<file path="config.mk">
export PLATFORM = sky130hd
export DESIGN_NAME = ckit_pkt_rx
export DESIGN_NICKNAME = d
export VERILOG_FILES = /design/src/rtl/ckit_pkg.sv /design/src/rtl/ckit_pkt_rx.sv
export SDC_FILE = /design/constraint.sdc
export NUM_CORES = 1
export LEC_CHECK = 0
export BUFFER_PORTS_ARGS = -buffer_cell sky130_fd_sc_hd__buf_2
export CELL_PAD_IN_SITES_DETAIL_PLACEMENT = 0
export CELL_PAD_IN_SITES_GLOBAL_PLACEMENT = 1
export CORE_ASPECT_RATIO = 1.1
export CORE_MARGIN = 3
export CORE_UTILIZATION = 46
export CTS_BUF_LIST = sky130_fd_sc_hd__clkbuf_16
export DETAILED_ROUTE_END_ITERATION = 7
export HOLD_SLACK_MARGIN = 0.15
export PLACE_DENSITY_LB_ADDON = 0.1
export SKIP_LAST_GASP = 1
export SLEW_MARGIN = 20
export SYNTH_ARGS = -nofsm -noshare
export SYNTH_HDL_FRONTEND = slang
export SYNTH_SLANG_ARGS = --single-unit
</file>
<file path="constraint.sdc">
create_clock -name i_clk -period 3.3 [get_ports i_clk]
set_input_delay 0.66 -clock i_clk [delete_from_list [all_inputs] [get_ports i_clk]]
set_output_delay 0.66 -clock i_clk [all_outputs]
set_load 0.01 [all_outputs]
</file>
<file path="src/rtl/ckit_pkg.sv">
// ----------------------------------------------------------------------------
// ckit_pkg: shared types and constants for the key-injection receiver
// Codes, packet-info struct, sequencer states and the byte-wide CRC-32 step.
// ----------------------------------------------------------------------------
package ckit_pkg;

    // opcodes of an input word
    localparam logic [1:0] OP_BYTE  = 2'd0;
    localparam logic [1:0] OP_SWEEP = 2'd1;
    localparam logic [1:0] OP_ROW   = 2'd2;

    // result kinds
    localparam logic [1:0] KIND_VERDICT = 2'd0;
    localparam logic [1:0] KIND_SWEEP   = 2'd1;
    localparam logic [1:0] KIND_ROW     = 2'd2;

    // packet verdicts
    localparam logic [2:0] V_NOT_INJECTION = 3'd0;
    localparam logic [2:0] V_BAD_CRC       = 3'd1;
    localparam logic [2:0] V_CLEARED       = 3'd2;
    localparam logic [2:0] V_BAD_USAGE     = 3'd3;
    localparam logic [2:0] V_DOWN          = 3'd4;
    localparam logic [2:0] V_UP            = 3'd5;

    // configuration register indexes
    localparam logic [1:0] CFG_EXPECTED_VERSION = 2'd0;
    localparam logic [1:0] CFG_DEFAULT_TTL      = 2'd1;
    localparam logic [1:0] CFG_MAX_TTL          = 2'd2;

    // reset values of the configuration registers
    localparam logic [7:0]  RST_EXPECTED_VERSION = 8'd18;
    localparam logic [15:0] RST_DEFAULT_TTL      = 16'd500;
    localparam logic [15:0] RST_MAX_TTL          = 16'd1000;

    // command and page codes
    localparam logic [7:0]  CMD_DOWN  = 8'd26;
    localparam logic [7:0]  CMD_UP    = 8'd27;
    localparam logic [7:0]  CMD_CLEAR = 8'd28;
    localparam logic [15:0] KEY_PAGE  = 16'h0007;

    localparam logic [31:0] CRC_POLY     = 32'hEDB88320;
    localparam logic [31:0] CRC_ALL_ONES = 32'hFFFFFFFF;

    typedef enum logic [2:0] {
        ST_IDLE,
        ST_FIN,
        ST_KEY_UPD,
        ST_ROW_OUT,
        ST_SW_ROW,
        ST_SW_BIT,
        ST_SW_WR
    } t_state;

    // header and check status of the packet being received
    typedef struct packed {
        logic        len_ok;
        logic        crc_ok;
        logic [7:0]  version;
        logic [7:0]  command;
        logic [31:0] usage_word;
        logic [15:0] ttl;
    } t_pkt_info;

    // one byte of reflected CRC-32, LSB first
    function automatic logic [31:0] crc32_byte(input logic [31:0] crc, input logic [7:0] b);
        logic [31:0] c;
        c = crc ^ {24'd0, b};
        for (int k = 0; k < 8; k++) begin
            c = c[0] ? ((c >> 1) ^ CRC_POLY) : (c >> 1);
        end
        return c;
    endfunction

endpackage

</file>
<file path="src/rtl/ckit_pkt_rx.sv">
// ----------------------------------------------------------------------------
// ckit_pkt_rx: packet byte absorber
// Byte counter, header fields, running CRC-32 and received CRC of one packet.
// ----------------------------------------------------------------------------
module ckit_pkt_rx #(
    parameter int PACKET_BYTES = 32
) (
    input  logic                 i_clk,
    input  logic                 i_rst_n,
    input  logic                 i_absorb,
    input  logic [7:0]           i_byte,
    input  logic                 i_restart,
    output ckit_pkg::t_pkt_info  o_info
);

    localparam int CW      = $clog2(PACKET_BYTES + 2);
    localparam int CRC_POS = PACKET_BYTES - 4;

    logic [CW-1:0] r_cnt,   n_cnt;
    logic [31:0]   r_crc,   n_crc;
    logic [7:0]    r_ver,   n_ver;
    logic [7:0]    r_cmd,   n_cmd;
    logic [31:0]   r_usage, n_usage;
    logic [15:0]   r_ttl,   n_ttl;
    logic [31:0]   r_rcv,   n_rcv;

    logic [CW-1:0] usage_off;
    logic [CW-1:0] crc_off;
    logic [1:0]    usage_idx;
    logic [1:0]    crc_idx;

    assign usage_off = r_cnt - CW'(2);
    assign crc_off   = r_cnt - CW'(CRC_POS);
    assign usage_idx = usage_off[1:0];
    assign crc_idx   = crc_off[1:0];

    always_comb begin
        n_cnt   = r_cnt;
        n_crc   = r_crc;
        n_ver   = r_ver;
        n_cmd   = r_cmd;
        n_usage = r_usage;
        n_ttl   = r_ttl;
        n_rcv   = r_rcv;
        if (i_restart) begin
            n_cnt   = '0;
            n_crc   = ckit_pkg::CRC_ALL_ONES;
            n_ver   = '0;
            n_cmd   = '0;
            n_usage = '0;
            n_ttl   = '0;
            n_rcv   = '0;
        end else if (i_absorb) begin
            if (r_cnt >= CW'(PACKET_BYTES)) begin
                // overlong packet: count sticks one past the full length
                n_cnt = CW'(PACKET_BYTES + 1);
            end else begin
                if (r_cnt == CW'(0)) begin
                    n_ver = i_byte;
                end else if (r_cnt == CW'(1)) begin
                    n_cmd = i_byte;
                end else if (r_cnt <= CW'(5)) begin
                    n_usage[{usage_idx, 3'b000} +: 8] = r_usage[{usage_idx, 3'b000} +: 8] | i_byte;
                end else if (r_cnt <= CW'(7)) begin
                    n_ttl[{r_cnt[0], 3'b000} +: 8] = r_ttl[{r_cnt[0], 3'b000} +: 8] | i_byte;
                end
                if (r_cnt < CW'(CRC_POS)) begin
                    n_crc = ckit_pkg::crc32_byte(r_crc, i_byte);
                end else begin
                    n_rcv[{crc_idx, 3'b000} +: 8] = r_rcv[{crc_idx, 3'b000} +: 8] | i_byte;
                end
                n_cnt = r_cnt + CW'(1);
            end
        end
    end

    always_ff @(posedge i_clk) begin
        if (!i_rst_n) begin
            r_cnt   <= '0;
            r_crc   <= ckit_pkg::CRC_ALL_ONES;
            r_ver   <= '0;
            r_cmd   <= '0;
            r_usage <= '0;
            r_ttl   <= '0;
            r_rcv   <= '0;
        end else begin
            r_cnt   <= n_cnt;
            r_crc   <= n_crc;
            r_ver   <= n_ver;
            r_cmd   <= n_cmd;
            r_usage <= n_usage;
            r_ttl   <= n_ttl;
            r_rcv   <= n_rcv;
        end
    end

    assign o_info.len_ok     = (r_cnt == CW'(PACKET_BYTES));
    assign o_info.crc_ok     = ((r_crc ^ ckit_pkg::CRC_ALL_ONES) == r_rcv);
    assign o_info.version    = r_ver;
    assign o_info.command    = r_cmd;
    assign o_info.usage_word = r_usage;
    assign o_info.ttl        = r_ttl;

endmodule

</file>
* Word level (Yosys, flattened, before mapping)
Cells that the tools add are included.
** Storage, ports and cells
- Register bits after elaboration :: 134
- Logic and storage cells :: 68
** Cells by class
- Add/sub/neg operators :: 6
- $lt $le $gt $ge :: 4
- Eq/ne operators :: 3
- Shifts and indexed selects :: 9
- Mux-type cells :: 12
- Bitwise gates (word level) :: 19
- Reductions and logical operators :: 8
** Operators with widths (number)
- 2-to-1 mux 32 bit :: 8
- NOT 13 -> 14 bit :: 8
- bitwise mux 32 bit :: 2
- variable shift 8 x 7 -> 32 bit, first input constant :: 2
- variable part select 32 x 6 -> 8 bit :: 2
- variable part select 8 x 7 -> 32 bit :: 2
- equality test 32 bit :: 1
- NOT 32 bit :: 1
- bitwise XOR 32 x 8 -> 32 bit :: 1
- OR 8 bit :: 3
- bitwise mux 16 bit :: 1
- variable shift 8 x 6 -> 16 bit, first input constant :: 1
- variable part select 16 x 5 -> 8 bit :: 1
- variable part select 8 x 6 -> 16 bit :: 1
- negator 5 -> 7 bit :: 2
- <= comparator 6 x 3 -> 1 bit, second input constant :: 2
- AND reduction 3 bit :: 3
- adder 6 x 1 -> 6 bit, second input constant :: 1
- equality test 6 x 1 -> 1 bit, second input constant :: 1
- equality test 6 bit, second input constant :: 1
- >= comparator 6 bit, second input constant :: 1
- zero test 6 bit :: 1
- less-than comparator 6 x 5 -> 1 bit, second input constant :: 1
- 2-to-1 mux 6 bit :: 1
- other kinds (8) :: 13

* Logic depth before layout (Yosys ltp)
Gate-level depths: netlist of the first run.
- Word-level depth :: 17
- Depth in mapped cells :: 11
- Depth with buffers taken out :: 6

* Least setup slack after synthesis of the first run
OpenSTA, ideal clock, no wires.
- Kind :: reg2reg
- Start :: reg r_cnt[1]
- End :: reg r_usage[1]
- Library setup time :: 0.132 ns
- Arrival :: 2.754 ns
- Slack :: 0.413 ns
- Cell stages (with the launch flop) :: 12
- Path buffers :: 5
- Cells stage by stage :: dfxtp_1 -> buf_2 -> buf_2 -> buf_2 -> inv_1 -> ha_1 -> nor2b_1 -> or4_1 -> buf_2 -> buf_6 -> o31ai_1 -> a21oi_1
** On the way
- Longest elaborated chain between the ends :: 5
- Elaborated cells on any way between the ends :: 15
- Classes of those cells :: 2 x add/sub; 2 x order compare; 1 x eq/ne; 3 x shift; 1 x mux; 4 x bitwise; 2 x reduce/logical
** Ends and longest elaborated chain
- from (decl) :: line ckit_pkt_rx.sv:19 : logic [CW-1:0] r_cnt, n_cnt;
- from (signal assigned) :: line ckit_pkt_rx.sv:87 : r_cnt <= n_cnt;
- subtractor 2 bit :: line ckit_pkt_rx.sv:32 : assign usage_off = r_cnt - CW'(2);
- variable part select 32 x 6 -> 8 bit :: line ckit_pkt_rx.sv:63 : n_usage[{usage_idx, 3'b000} +: 8] = r_usage[{usage_idx, 3'b000} +: 8] | i_byte;
- OR 8 bit :: line ckit_pkt_rx.sv:63
- variable part select 8 x 7 -> 32 bit :: line ckit_pkt_rx.sv:63
- bitwise mux 32 bit :: line ckit_pkt_rx.sv:63
- to (signal assigned) :: line ckit_pkt_rx.sv:91 : r_usage <= n_usage;
- to (decl) :: line ckit_pkt_rx.sv:23 : logic [31:0] r_usage, n_usage;
Parallel ways exist; a longest one is shown, timed or not.
A chain may end at the register's enable or synchronous reset.

* Worst setup path in the final report of the first run
- Start :: reg r_cnt[0]
- End :: reg r_usage[25]
Same word-level chain as after synthesis.

==> impl_metrics.tcl, run 1 <==
set metrics [dict create \
    result_of_the_run "finished, final reports clean" \
    cts_root_buffer "clkbuf_16" \
    place_congestion 0.875 \
    initial_utilization 0.481 \
    drc_errors_left 0 \
    tritoncts "built" \
    maxCapViolations 0 \
    power.combinational.fraction 0.169 \
    number_of_port_buffers 77 \
    power.ir.vdd_worst_uv 375 \
    power.leakage_nw 3.16 \
    min_path_type "flop to flop" \
    setup.worst_path.start_class "flop" \
    die_area_um2 16900 \
    die_x_um 124 \
    worst_setup_hold_path_clk_slew_ns 0.06 \
    ys_top_cells_by_area "dfxtp_1, xnor2_1, mux4_2, a21oi_1, xnor3_1" \
    cp_max_fo 32 \
    ys_warn_count 0 \
    setup-tns-final_ns 0 \
    row_count 46 \
    ff2ff_path_depth 7 \
    yosys.area_share.simple 0.161 \
    syn-cell-area_um2 7090 \
    final-hold-violation-count 0 \
    post-synth-top-count-cell "dfxtp_1" \
    detail-route-antenna-nets 0 \
    max-clock-path-buffers 2 \
    synth_xor_area_frac 0.171 \
    holdBufCountCts 0 \
    grt-ovfl-total 0 \
    coreArea_um2 14700 \
    timing.critical_path.slowest_stage_cell "or4_2" \
    path_cells "inv_1, buf_4, ha_1, nor2b_1, or4_2, o31ai_1, a21oi_1" \
    synth_common_cells "dfxtp_1, a21oi_1, nor2_1, xnor2_1, nand4_1" \
    synthesized_area_fraction_occupied_by_ao_oa_aoi_and_oai_cells 0.152 \
    cts_setup_buffers 0 \
    mux_cell_area_share_after_synthesis 0.0778 \
    final_layout_size_suffix_gt1_frac 0.238 \
    drt_first_pass_iters 6 \
    grt_first_pass_wirelength_um 33500 \
    final.period_utilization 0.812 \
    p_sw_frac 0.268 \
    main_combinational_cell_family_by_area_after_synthesis "XOR/XNOR gates" \
    setup_violations 0 \
    timing.final.max_slew_violations 0 \
    synth-async-reset-ratio 0 \
    finalHoldWorstSlack_ns 0.455 \
    timing.critical_path.arrival_ns 2.97 \
    timing.fmax_mhz 373 \
    synth_area_leader_cell "dfxtp_1" \
    stage_delay_of_the_slowest_cell_on_the_critical_path_ns 1.05 \
    tightestPinTransition_ns 0.992 \
    final_net_count 815 \
    track_usage 0.255 \
    first_global_vias 5674 \
    register_area_share_after_synthesis 0.378 \
    dieHeight_um 136 \
    cts_sinks 134 \
    cts_resized 0 \
    clock-skew-final_ns 0.00820 \
    postRouteWirelength_um 21600 \
    total_power_density_per_cell_area_nw_per_um2 532 \
    postSynthRegisterBits 134 \
    antenna_cells 0 \
    vias 6047 \
    post_drt_via_cell_ratio 6.05 \
    synth_fa_ha_area_frac 0.0141 \
    grt_setup_unrepaired "false" \
    grt_max_degree 57 \
    worstPathRequired_ns 3.60 \
    layout.filler_cells 1353 \
    clk-insertion-delay-late_ns 0.43 \
    number_of_drc_violations_after_detailed_routing_iteration_0 661 \
    post_synth.cell_area_avg_um2 9.71 \
    max_slew_margin 0.334 \
    layout-area-overhead-vs-synth_pct 16.4 \
    timing.critical_path.to_type "flop" \
    synth_top_area_frac 0.378 \
    post-route-min-period_ns 2.68 \
    whs_path_depth 2 \
    netlist-cell-type-count 48 \
    routedWlPerCell_um 21.6 \
    synth_edf_count 0 \
    design.portCount 78 \
    cts_htree_levels 4 \
    synth_top_flop_cell "dfxtp_1" \
    pwr-share-clk 0.443 \
    timing_worst_setup_path_type "flop to flop" \
    dp_hpwl_um 14600 \
    numCtsBuffers 17 \
    synth_cells 730 \
    syn-num-nets 750 \
    post_layout_utilization_of_the_core 0.560 \
    antenna_found_initial 0 \
    total_switching_power_mw 1.18 \
    cellInternalPower_mw 3.22 \
    p_seq_frac 0.389 \
]
-- cell type report --
cell class	count	area [um2]	share of cell area
multi-input cells	525	4100	0.497
inverters	16	60.1	0.00728
clock buffers	17	425	0.0515
well taps	192	240	0.0291
clock inverters	15	179	0.0217
repair buffers	101	566	0.0685
flip-flops and latches	134	2680	0.325
-- worst max-delay path: cells and delay by family, from the launching register on --
| kind | cells | cell delay [ns] |
|---|---|---|
| AOI/OAI and AO/OA | 2 | 0.44 |
| adders and majority gates | 1 | 0.26 |
| buffers and inverters | 2 | 0.22 |
| DFF | 1 | 0.32 |
| and+or+nand+nor | 2 | 1.29 |
-- cells by family after synthesis --
family / after synthesis
compound gates: 175
xor+xnor: 97
fa+ha+maj: 8
buf+inv: 71
flops: 134
mux: 35
simple gates: 210
-- cells in the final DEF, fill, tap and decap left out, drive strengths merged, types with 14 or more instances in the layout --
master / instances
a22oi: 35
buf: 101
xnor2: 69
mux2i: 18
nand4: 36
clkbuf: 17
nor4: 14
or2: 17
o21ai: 21
dfxtp: 134
inv: 15
a21oi: 66
mux4: 16
xnor3: 14
o31ai: 24
a31oi: 17
nand3: 20
nor2: 63
nand2: 29
-- layer usage --
metal | share of wire | vias to the layer above | wire [um] | global-route usage
met5 | 0 | - | 0 | 0
met4 | 0.018 | 0 | 400 | 0.0828
met3 | 0.074 | 36 | 1610 | 0.0625
met2 | 0.45 | 253 | 9800 | 0.395
met1 | 0.45 | 2978 | 9840 | 0.352
li1 | - | 2780 | - | -
-- final timing paths --
kind | endpoint | slack, ns | from
max reg2reg | r_usage[25]$_SDFFE_PP0P_ | 0.62 | r_cnt[0]$_SDFFE_PP0P_
min | r_cmd[2]$_SDFFE_PP0P_ | 0.46 | r_cmd[2]$_SDFFE_PP0P_
max | r_usage[25]$_SDFFE_PP0P_ | 0.62 | r_cnt[0]$_SDFFE_PP0P_
min reg2reg | r_cmd[2]$_SDFFE_PP0P_ | 0.46 | r_cmd[2]$_SDFFE_PP0P_
-- through the flow --
stage | total power [mW] | cells | area (um2) | setup WS [ns]
after floorplan | 2.31 | 730 | 7090 | 0.413
after global placement | 2.47 | 968 | 7650 | 0.635
after detailed placement | 2.48 | 968 | 7650 | 0.553
after CTS | 4.42 | 1000 | 8250 | 0.551
after global routing | 4.56 | 1000 | 8250 | 0.499
final | 4.39 | 1000 | 8250 | 0.621
-- sequential cells by signal, indices dropped and copies added, names as in the netlist --
| signal | count |
|---|---|
| r_cmd | 8 |
| r_cnt | 6 |
| r_crc | 32 |
| r_rcv | 32 |
| r_ttl | 16 |
| r_usage | 32 |
| r_ver | 8 |
-- power groups by stage --
stage	logic, mW	registers, mW	clock network (mW)
CTS	0.740	1.71	1.97
global placement	0.728	1.74	0
floorplan	0.589	1.73	0
global route	0.798	1.71	2.05
detailed placement	0.738	1.74	0
finish	0.742	1.71	1.94
Note: power is estimated with default switching activity, not from simulation.
==> run 2, diff against run 1 <==
Clock period 3.3 ns to 2.5 ns, I/O delays scaled along.
==> run 2 against run 1 <==
  * Flip-flop and latch count stayed put
  * Count of clock-buffer cells in the layout stayed put
  * Non-clock buffer count is 17 higher
  * Via count is 0.84% higher
  * Die area stayed put
  * Core utilization is 0.48 points higher
  * Setup slack worse by 0.43 ns
  * Sequential share of layout area is 0.24 points lower
  * Combinational power is 36% higher
  * Clock power is 21% higher
  * Critical path depth is 2 lower
  * Largest power group unchanged
==> impl_metrics.tcl, run 2 (synthesis gave the netlist of run 1 again) <==
set metrics [dict create \
    vias 6098 \
    row_count 46 \
    final_layout_size_suffix_gt1_frac 0.253 \
    cts_root_buffer "clkbuf_16" \
    cts_resized 0 \
    path_depth 5 \
    maxCapViolations 0 \
    min_path_type "input pin to flop" \
    numCtsBuffers 17 \
    timing.critical_path.to_type "output pin" \
    antenna_cells 0 \
    drt_first_pass_iters 5 \
    final_net_count 832 \
    total_power_density_per_cell_area_nw_per_um2 674 \
    grt_max_degree 59 \
    timing.fmax_mhz 433 \
    path_buf_inv 1 \
    number_of_drc_violations_after_detailed_routing_iteration_0 744 \
    tritoncts "built" \
    cts_htree_levels 4 \
    ff2ff_path_depth 7 \
    clk-insertion-delay-late_ns 0.42 \
    coreArea_um2 14700 \
    post-route-min-period_ns 2.31 \
    final_common_cell "dfxtp_1" \
    worst_setup_hold_path_clk_slew_ns 0.06 \
    first_global_vias 5994 \
    dp_hpwl_um 15300 \
    max-clock-path-buffers 2 \
    post-place-cells 985 \
    max_slew_margin 0.508 \
    design.portCount 78 \
    cts_sinks 134 \
    stage_delay_of_the_slowest_cell_on_the_critical_path_ns 0.48 \
    timing.final.max_slew_violations 0 \
    cts_setup_buffers 0 \
    biggestRegsByFlops "r_crc x32, r_rcv x32, r_usage x32" \
    setup_violations 0 \
    finish.cell_count_without_fillers 1015 \
    track_usage 0.257 \
    postRouteWirelength_um 22000 \
    timing.critical_path.arrival_ns 1.81 \
    grt_first_pass_wirelength_um 34000 \
    grt-ovfl-total 0 \
    power.ir.vdd_worst_uv 544 \
    final.period_utilization 0.925 \
    power.leakage_nw 3.23 \
    holdBufCountCts 0 \
    setup-tns-final_ns 0 \
    layout.cells.most_common_list "dfxtp_1, buf_2, a21oi_1" \
    cp_max_fo 3 \
    setup.worst_path.start_class "flop" \
    result_of_the_run "finished, final reports clean" \
    layout-area-overhead-vs-synth_pct 17.4 \
    routedWlPerCell_um 21.7 \
    initial_utilization 0.481 \
    tightestPinTransition_ns 0.738 \
    antenna_found_initial 0 \
    number_of_port_buffers 77 \
    post_drt_via_cell_ratio 6.01 \
    timing.critical_path.slowest_stage_cell "dfxtp_1" \
    path_cells "xnor2_1, nor4_1, nand4_1, nor2_1, buf_2" \
    dieHeight_um 136 \
    final-hold-violation-count 0 \
    timing_worst_setup_path_type "flop to output pin" \
    place_congestion 0.850 \
    die_area_um2 16900 \
    drc_errors_left 0 \
    worstPathRequired_ns 2.00 \
    clock-skew-final_ns 0.00658 \
    die_x_um 124 \
    whs_path_depth 2 \
    layout.filler_cells 1367 \
    detail-route-antenna-nets 0 \
    grt_setup_unrepaired "false" \
    critPathTopFamily "simple AND/OR/NAND/NOR gates" \
]
## run 2: cell types whose count changed in the layout (fill, tap and decap cells not counted), sizes merged
cell,before,now
buf,101,118
clkinvlp,3,2
bufinv,3,2
clkinv,10,11
inv,15,14
## run 2: cell type report
cell class | count | area (um2) | area share
inverter | 16 | 60.1 | 0.00722
multi-input combinational | 525 | 4100 | 0.493
sequential | 134 | 2690 | 0.323
timing repair buffer | 118 | 693 | 0.0833
clock inverter | 13 | 118 | 0.0141
clock buffer | 17 | 425 | 0.0511
tap | 192 | 240 | 0.0289
## run 2: worst paths after layout
| kind | startpoint | to | slack (ns) |
|---|---|---|---|
| worst min register to register | r_cmd[2]$_SDFFE_PP0P_ | r_cmd[2]$_SDFFE_PP0P_ | 0.46 |
| worst min-delay path | i_absorb | r_cnt[0]$_SDFFE_PP0P_ | 0.37 |
| worst max-delay path | r_crc[7]$_SDFFE_PP1P_ | o_info[64] | 0.19 |
| worst max register to register | r_cnt[0]$_SDFFE_PP0P_ | r_usage[5]$_SDFFE_PP0P_ | 0.31 |
## run 2: report_power, final
group	switching [mW]	internal (mW)	leakage, nW
registers	0.0705	2.19	1.09
clock network	0.917	1.43	0.272
logic	0.497	0.510	1.87
total	1.48	4.13	3.23
## run 2: through the flow
stage               cell area [um2]  utilization  power (mW)  worst slack, ns  hold slack [ns]
global route                   8320        0.565        5.80           0.0765            0.395
floorplan                      7120            -        3.06           0.0220            0.481
finish                         8320        0.565        5.61            0.188            0.369
detailed placement             7780        0.528        3.30            0.279            0.451
global placement               7780        0.528        3.28            0.300            0.443
CTS                            8320        0.565        5.65            0.125            0.347
## run 2: routing by layer
metal / global-route usage / up-vias / routed length, um / share of wire
met3: 0.0621 / 39 / 1530 / 0.070
met5: 0 / - / 0 / 0
met4: 0.0901 / 0 / 522 / 0.024
met2: 0.415 / 257 / 10300 / 0.47
li1: - / 2821 / - / -
met1: 0.340 / 2981 / 9600 / 0.44
